<file path="src/rtl/dplt_pkg.sv">
package dplt_pkg;

   // Default sizes of the translator.
   localparam int DEF_PROCESSES     = 12;
   localparam int DEF_VIRTUAL_PAGES = 64;
   localparam int DEF_FRAME_SLOTS   = 9;
   localparam int DEF_OFFSET_BITS   = 8;

   // Fixed field widths of the request and response channels.
   localparam int PID_W      = 4;
   localparam int ADDR_W     = 14;
   localparam int SLOT_OUT_W = 4;
   localparam int OFF_OUT_W  = 8;
   localparam int EVP_OUT_W  = 6;
   localparam int FAULT_W    = 16;

   // Widest page number that the parameter ranges allow, and the width of a stamp.
   localparam int PAGE_MAX_W = 8;
   localparam int STAMP_W    = 8;

   // A seed stamp is capped at this bound; later pages at or above it never win.
   localparam logic [STAMP_W-1:0] STAMP_BOUND = 8'd200;

   // One step of the replacement search: a resident page and its stamp.
   typedef struct packed {
      logic                    valid;
      logic                    first;
      logic [SLOT_OUT_W-1:0]   slot;
      logic [PAGE_MAX_W-1:0]   page;
      logic [STAMP_W-1:0]      stamp;
   } dplt_step_type;

   // Current replacement victim.
   typedef struct packed {
      logic [SLOT_OUT_W-1:0]   slot;
      logic [PAGE_MAX_W-1:0]   page;
   } dplt_best_type;

endpackage

</file>
<file path="src/rtl/dplt_lru_search.sv">
// Shared compare unit of the replacement search. It sees one resident page
// per step and keeps the slot whose page carries the smallest stamp.
module dplt_lru_search (
   input  logic                    clock,
   input  dplt_pkg::dplt_step_type step_i,
   output dplt_pkg::dplt_best_type best_o
);

   dplt_pkg::dplt_best_type             best_ff, best_in;
   logic [dplt_pkg::STAMP_W-1:0]        best_stamp_ff, best_stamp_in;

   // The first step seeds the search with slot 0 and its stamp, capped at the bound; later steps
   // replace the victim only on a strictly smaller stamp, so ties stay low.
   always_comb begin
      best_in       = best_ff;
      best_stamp_in = best_stamp_ff;
      if (step_i.valid) begin
         if (step_i.first) begin
            best_in.slot  = step_i.slot;
            best_in.page  = step_i.page;
            best_stamp_in = (step_i.stamp < dplt_pkg::STAMP_BOUND) ?
                            step_i.stamp : dplt_pkg::STAMP_BOUND;
         end else if (step_i.stamp < best_stamp_ff) begin
            best_in.slot  = step_i.slot;
            best_in.page  = step_i.page;
            best_stamp_in = step_i.stamp;
         end
      end
   end

   always_ff @(posedge clock) begin
      best_ff       <= best_in;
      best_stamp_ff <= best_stamp_in;
   end

   assign best_o = best_ff;

endmodule

</file>
<file path="config.mk">
export PLATFORM = sky130hd
export DESIGN_NAME = dplt_lru_search
export DESIGN_NICKNAME = d
export VERILOG_FILES = /design/src/rtl/dplt_pkg.sv /design/src/rtl/dplt_lru_search.sv
export SDC_FILE = /design/constraint.sdc
export NUM_CORES = 1
export LEC_CHECK = 0
export ABC_CLOCK_PERIOD_IN_PS = 5300
export BUFFER_PORTS_ARGS = -buffer_cell sky130_fd_sc_hd__buf_2
export CAP_MARGIN = 25
export CELL_PAD_IN_SITES_DETAIL_PLACEMENT = 1
export CELL_PAD_IN_SITES_GLOBAL_PLACEMENT = 1
export CORE_UTILIZATION = 39
export CTS_CLUSTER_SIZE = 24
export DETAILED_ROUTE_END_ITERATION = 10
export PLACE_DENSITY_LB_ADDON = 0.1
export SLEW_MARGIN = 20
export SYNTH_ARGS = -nofsm -noshare
export SYNTH_HDL_FRONTEND = slang
export SYNTH_SLANG_ARGS = --single-unit
</file>
<file path="constraint.sdc">
create_clock -name clock -period 5.3 [get_ports clock]
set_input_delay 1.06 -clock clock [delete_from_list [all_inputs] [get_ports clock]]
set_output_delay 1.06 -clock clock [all_outputs]
set_load 0.02 [all_outputs]
</file>
==> results of run 1 <==
## final cells by class
type                            instances  area [sq um]
Clock buffer                            3          22.5
Clock inverter                          1          3.75
Sequential cell                        20           601
Fill cell                             227           911
Tap cell                               27          33.8
Inverter                                9          33.8
Multi-Input combinational cell         25           231
Timing Repair Buffer                   35           185
## critical path: cells and delay by family
kind,cells,cell delay (ns)
compound gates,3,0.93
fa+ha+maj,1,0.31
buf+inv,2,0.33
## final timing paths
check	cells after the start	start	to
max	6	step_i[1]	best_o[7]
min reg2reg	3	best_stamp_ff[7]	best_stamp_ff[2]
min	1	step_i[14]	best_o[6]
max reg2reg	6	best_stamp_ff[1]	best_o[7]
## logic make-up after synthesis
group | after synthesis
adder cells (fa/ha/maj) | 7
buffers and inverters | 11
AND/OR/NAND/NOR | 10
AO/OA/AOI/OAI | 8
flip-flops | 20
## state kept, by name, indices dropped and copies added, names as in the netlist
| register | flops |
|---|---|
| best_o | 12 |
| best_stamp_ff | 8 |
## per-layer routing
metal / vias to the layer above / part of all wire [%]
met3: 2 / 6.4
met5: - / 0
met2: 21 / 52
met4: 0 / 0.90
li1: 275 / -
met1: 259 / 40
## layout by cell type (no fill, tap or decap), types with 2 or more instances in the layout
| cell | instances |
|---|---|
| and2_1 | 2 |
| ha_1 | 7 |
| nor2b_1 | 3 |
| edfxtp_1 | 20 |
| clkbuf_4 | 3 |
| inv_1 | 9 |
| buf_2 | 34 |
## power by group through the flow
stage / Sequential, mW / Combinational (mW) / Clock [mW]
after floorplan: 0.203 / 0.0208 / 0
after global placement: 0.195 / 0.0488 / 0
after detailed placement: 0.195 / 0.0523 / 0
after CTS: 0.191 / 0.0525 / 0.0740
after global routing: 0.192 / 0.0573 / 0.0811
final: 0.191 / 0.0514 / 0.0709
## through the flow
step | utilization [%] | instance area (sq um) | setup WS, ns | power (mW)
after floorplan | - | 867 | 2.05 | 0.224
after detailed placement | 53.7 | 1080 | 2.32 | 0.247
after global routing | 55.0 | 1110 | 2.56 | 0.330
after CTS | 55.0 | 1110 | 2.65 | 0.318
after global placement | 52.9 | 1070 | 2.05 | 0.243
final | 55.0 | 1110 | 2.68 | 0.313
==> results by group, run 1 <==
Run status
  • Status: complete, no violations

Logic synthesis
  • Largest family of logic cells by synthesized area: adder cells
  • Unique masters post-synth: 19
  • Sequential cell area fraction in the yosys report: 69.3%
  • Commonest cells post-synth: edfxtp_1, inv_1, ha_1
  • Post-synth top area share: 69.3%
  • XOR/XNOR share of the synthesized area: 0%
  • Simple-gate share of the synthesized area: 7.50%
  • Post-synth EDFFs: 20
  • Ys async rst share: 0%
  • Adder-cell share of the synthesized area: 10.1%
  • Post-synthesis mux area share: 0%
  • Main synth FF type: edfxtp_1
  • Ys Warns: 0
  • Count leader, synth: edfxtp_1
  • Synth Area in Compound Gates: 8.37%
  • Synth area leaders: edfxtp_1, ha_1, inv_1, a2111oi_4, nor2b_1
  • Area leader, netlist: edfxtp_1
  • Synthesized area per cell: 15.5 sq um
  • Mapped Cells: 56
  • Post-Syn Area: 867 sq um
  • Syn nets: 86
  • FF+latch count, synth: 20

Power and ir drop
  • Peak supply drop: 0.000212 V
  • Pint: 0.238 mW
  • Gate power share: 16.4%
  • Leak: 0.496 nW
  • Sequential Power Share: 60.9%
  • Clock power frac: 22.6%
  • PD cells: 282 nW/um^2
  • Net Sw Frac: 24.1%
  • Switching Power: 0.0755 mW

Route
  • DRT Wirelength: 1.55 mm
  • DRC: 0
  • Via count: 557
  • Wire length per cell after detailed routing: 12.9 um
  • DR iter-0 viols: 2
  • Routed Antenna Nets: 0
  • Vias/cell: 4.64
  • First-pass detailed-route iteration total: 3

Floorplanning
  • Die Ht: 49.2 um
  • Core Area: 2020 sq um
  • Die width: 49.2 um
  • Die area: 2420 sq um
  • Num rows: 16
  • IO Pins: 35
  • Starting Density: 42.9%

Global routing
  • Grt met2 use: 26.9%
  • GRT busiest layer: met2
  • GR Util All Layers: 15.8%
  • Vias in the first global route: 581
  • Congestion Overflow GR: 0
  • Global Route met1 Usage: 17.2%
  • Pin count of the biggest net entering global routing: 14
  • Global-route wire length before repair: 2.67 mm
  • Met3 Use GR: 6.54%
  • Initial antenna violation count: 0

Placement
  • Dpl cells: 116
  • HPWL after detailed placement: 1.30 mm
  • GP Congestion: 0.749
  • I/O Buffers: 34

CTS
  • Cts bufs inserted: 3
  • CTS max path bufs: 2
  • Setup Fix Bufs, Post-CTS: 0
  • Cts hold-fix bufs: 0
  • CTS H-Tree Depth: 1
  • Clock sinks: 20
  • CTS tree: yes
  • Cts repair resizes: 0
  • CTS clk-pin slew, worst paths: 0.10 ns
  • Root Driver: clkbuf_4
  • Clk Latency, worst-skew pair: 0.30 ns

STA
  • TNS Setup: 0 ns
  • Hold_ws: 0.930 ns
  • Max Freq: 382 MHz
  • Final Cycle Share: 49.4%
  • Max Clock Skew: 0.00121 ns
  • RSZ-0062 raised after global routing: false
  • Slew @ Worst Pin: 0.530 ns
  • Fin crit period: 2.62 ns
  • Final setup vio count: 0
  • Final Hold Fails: 0
  • Worst slew margin relative to its limit: 64.6%
  • Max-slew violations: 0

Hold path
  • Tightest Hold Check Type: input port to flip-flop

Critical path
  • Arrival time worst endpoint: 2.64 ns
  • WP data required: 5.32 ns
  • Crit end category: flip-flop
  • Critical path's largest stage delay: 0.49 ns
  • Worst Path Max Fanout: 13
  • R2R Setup Slk: 3.17 ns
  • Worst Path Class, Setup: input port to flip-flop
  • Setup crit start kind: input port
  • Crit path cell chain: buf_2 > ha_1 > a2111oi_4 > o21ai_1 > a31oi_2 > buf_8
  • Crit path max-delay cell type: a31oi_2

Cells and area
  • Post-layout net count: 124
  • Layout area overhead: 28.1%
  • Fin cells: 120
  • Layout cells sized above 1: 44.1%
  • Ant. Diodes: 0

Job
  • Max-capacitance violation count: 0
Note: power is estimated with default switching activity, not from simulation.
==> inputs of run 2 (changes only) <==
- ABC_AREA: default -> 1
- ABC_CLOCK_PERIOD_IN_PS: 5300 -> 2300
- CORE_UTILIZATION: 39 -> 32
- clock period: 5.3 -> 2.3 ns (I/O delays scaled with it)
==> run 2 against run 1 <==
Effect of this change: worst setup slack worse by 2.1 ns; via count increased by 11%; area after synthesis up 1.7%; first-iteration DRC count rose to 6.0 times the previous value; count of clock-buffer cells in the layout is the same; hold slack got worse by 0.60 ns; largest power group unchanged.
==> results by group, run 2 <==
Cells and area
  • Post-layout net count: 141 (+14%)
  • FILL cells: 292 (+29%)
  • Max reg flops: 12 (unchanged)
  • Most frequent cells in the layout: buf_2, edfxtp_1, inv_1
  • Fin cells: 140 (+17%)
  • Layout cells sized above 1: 37.3% (-6.8 points)
  • Most common cell after layout, fill and taps aside: buf_2
  • Layout area overhead: 27.9%
  • Ant. Diodes: 0 (unchanged)

Global routing
  • Congestion Overflow GR: 0 (unchanged)
  • Pin count of the biggest net entering global routing: 21 (+7)
  • Global-route wire length before repair: 2.39 mm (-11%)
  • GR Util All Layers: 11.7% (-4.0 points)
  • Initial antenna violation count: 0 (unchanged)
  • Vias in the first global route: 623 (+7.2%)

Logic synthesis
  • Simple-gate share of the synthesized area: 9.79% (+2.3 points)
  • Post-synthesis mux area share: 0% (unchanged)
  • Synth Area in Compound Gates: 3.69% (-4.7 points)
  • XOR/XNOR share of the synthesized area: 0% (unchanged)
  • Adder-cell share of the synthesized area: 9.93% (-0.17 points)
  • FF+latch count, synth: 20 (unchanged)
  • Mapped Cells: 73 (+30%)
  • Commonest cells post-synth: edfxtp_1, inv_1, nand2_1
  • Ys Warns: 0 (unchanged)
  • Syn nets: 103 (+20%)
  • Count leader, synth: edfxtp_1
  • Main synth FF type: edfxtp_1
  • Largest family of logic cells by synthesized area: adder cells
  • Area leader, netlist: edfxtp_1
  • Post-Syn Area: 882 sq um (+1.7%)
  • Post-synth top area share: 68.1% (-1.2 points)
  • Post-synth EDFFs: 20 (unchanged)
  • Synthesized area per cell: 12.1 sq um (-22%)
  • Synth area leaders: edfxtp_1, ha_1, inv_1, nand2_1, nor2_1
  • Ys async rst share: 0% (unchanged)
  • Sequential cell area fraction in the yosys report: 68.1% (-1.2 points)
  • Unique masters post-synth: 11 (-8)

Placement
  • I/O Buffers: 34 (unchanged)
  • Setup WS pre-CTS: 0.348 ns (-1.97 ns)
  • HPWL after detailed placement: 1.25 mm (-3.5%)
  • GP Congestion: 0.699 (-6.6%)
  • Dpl cells: 136 (+17%)

Job
  • Max-capacitance violation count: 0 (unchanged)

CTS
  • Cts hold-fix bufs: 0 (unchanged)
  • CTS tree: yes
  • Cts repair resizes: 0 (unchanged)
  • Clk Latency, worst-skew pair: 0.30 ns (about the same)
  • CTS clk-pin slew, worst paths: 0.11 ns (about the same)
  • CTS max path bufs: 2 (unchanged)
  • CTS H-Tree Depth: 1 (unchanged)
  • Clock sinks: 20 (unchanged)
  • Setup Fix Bufs, Post-CTS: 0 (unchanged)
  • Root Driver: clkbuf_4
  • Cts bufs inserted: 3 (unchanged)

Route
  • DR iter-0 viols: 12 (+10)
  • First-pass detailed-route iteration total: 3 (unchanged)
  • DRT Wirelength: 1.53 mm (-1.2%)
  • DRC: 0 (unchanged)
  • Routed Antenna Nets: 0 (unchanged)
  • Via count: 616 (+11%)
  • Vias/cell: 4.40 (-5.2%)
  • Wire length per cell after detailed routing: 11.0 um (-15%)

Critical path
  • Crit path cell chain: inv_1 > ha_1 > a21oi_1 > nor2_1 > nor3_2 > nand2_1 > a21oi_2 > buf_12
  • Arrival time worst endpoint: 1.72 ns (-0.92 ns)
  • Crit path max-delay cell type: edfxtp_1
  • Critical path's largest stage delay: 0.37 ns (-0.12 ns)
  • R2R Setup Slk: 0.59 ns (-2.58 ns)
  • Reg2Reg Depth: 8 (+2)
  • Worst Path Class, Setup: flip-flop to flip-flop
  • Worst Path Max Fanout: 20 (+7)
  • WP data required: 2.31 ns (-3.01 ns)
  • Setup crit start kind: flip-flop
  • Crit end category: flip-flop

Floorplanning
  • Die area: 2970 sq um (+23%)
  • Die Ht: 54.5 um (+11%)
  • Starting Density: 34.7% (-8.2 points)
  • Die width: 54.5 um (+11%)
  • Core Area: 2540 sq um (+26%)
  • IO Pins: 35 (unchanged)
  • Num rows: 18 (+2)

STA
  • Slew @ Worst Pin: 0.247 ns (-0.283 ns)
  • Hold_ws: 0.330 ns (-0.601 ns)
  • Final Cycle Share: 74.3%
  • Final setup vio count: 0 (unchanged)
  • Final Hold Fails: 0 (unchanged)
  • Max Freq: 585 MHz
  • RSZ-0062 raised after global routing: false
  • Fin crit period: 1.71 ns
  • Max Clock Skew: 0.00565 ns (+0.00445 ns)
  • Worst slew margin relative to its limit: 83.5% (+19 points)
  • Worst setup margin: 0.591 ns (-2.09 ns)
  • Max-slew violations: 0 (unchanged)
  • TNS Setup: 0 ns (unchanged)

Power and ir drop
  • Peak supply drop: 0.000514 V (+140%)
  • Leak: 0.562 nW (+13%)
  • Power, Total: 0.722 mW (+130%)
  • PD cells: 639 nW/um^2 (+130%)

Run status
  • Status: complete, no violations

Hold path
  • Tightest Hold Check Type: input port to flip-flop
  • Worst hold stages: 1 (unchanged)
## run 2: cell types whose count changed after synthesis, moves of 2 or more
cell and change:
a21oi_2 +2, and2_1 -2, inv_1 +9, nand2_1 +13, nor2b_1 -3, nor2_1 +5
## run 2: cell families after synthesis
| family | Yosys count |
|---|---|
| AOI/OAI and AO/OA | 5 |
| buffers and inverters | 20 |
| adders and majority gates | 7 |
| DFF | 20 |
| and+or+nand+nor | 21 |
## run 2: layer usage
layer  up-vias  GRT usage, %  wire [um]
met1       289          12.4        633
met4         0          6.41         24
met3         4          1.67         44
li1        307             -          -
met5         -             0          0
met2        16          22.0        831
## run 2: power by group
group | total, mW | internal [mW] | switching [mW]
clock | 0.165 | 0.0632 | 0.102
sequential | 0.438 | 0.432 | 0.00564
combinational | 0.119 | 0.0486 | 0.0703
## run 2: area by class of cell
cell class,count,area [sq um],share of cell area [%]
repair buffers,35,190,16.9
clock inverters,1,3.75,0.333
clock buffers,3,22.5,2.00
flip-flops and latches,20,601,53.2
well taps,30,37.5,3.33
multi-input cells,33,206,18.3
inverters,18,67.6,5.99
## run 2: path summary, 6_finish.rpt
| kind | start | endpoint |
|---|---|---|
| worst max-delay path | best_stamp_ff[5] | best_stamp_ff[7] |
| worst min-delay path | step_i[13] | best_o[5] |
| worst max register to register | best_stamp_ff[5] | best_stamp_ff[7] |
| worst min register to register | best_stamp_ff[7] | best_o[3] |
## run 2: per-stage QoR
stage          area (sq um)  utilization [%]
2_1_floorplan           882                -
3_3_place_gp           1100             43.3
3_5_place_dp           1100             43.3
4_1_cts                1130             44.3
5_1_grt                1130             44.3
6_report               1130             44.3
## run 2: critical path: cells and delay by family, from the launching register on
family | cells | cell delay [ns]
AOI/OAI and AO/OA | 2 | 0.32
and+or+nand+nor | 3 | 0.25
DFF | 1 | 0.37
adders and majority gates | 1 | 0.23
buffers and inverters | 2 | 0.25
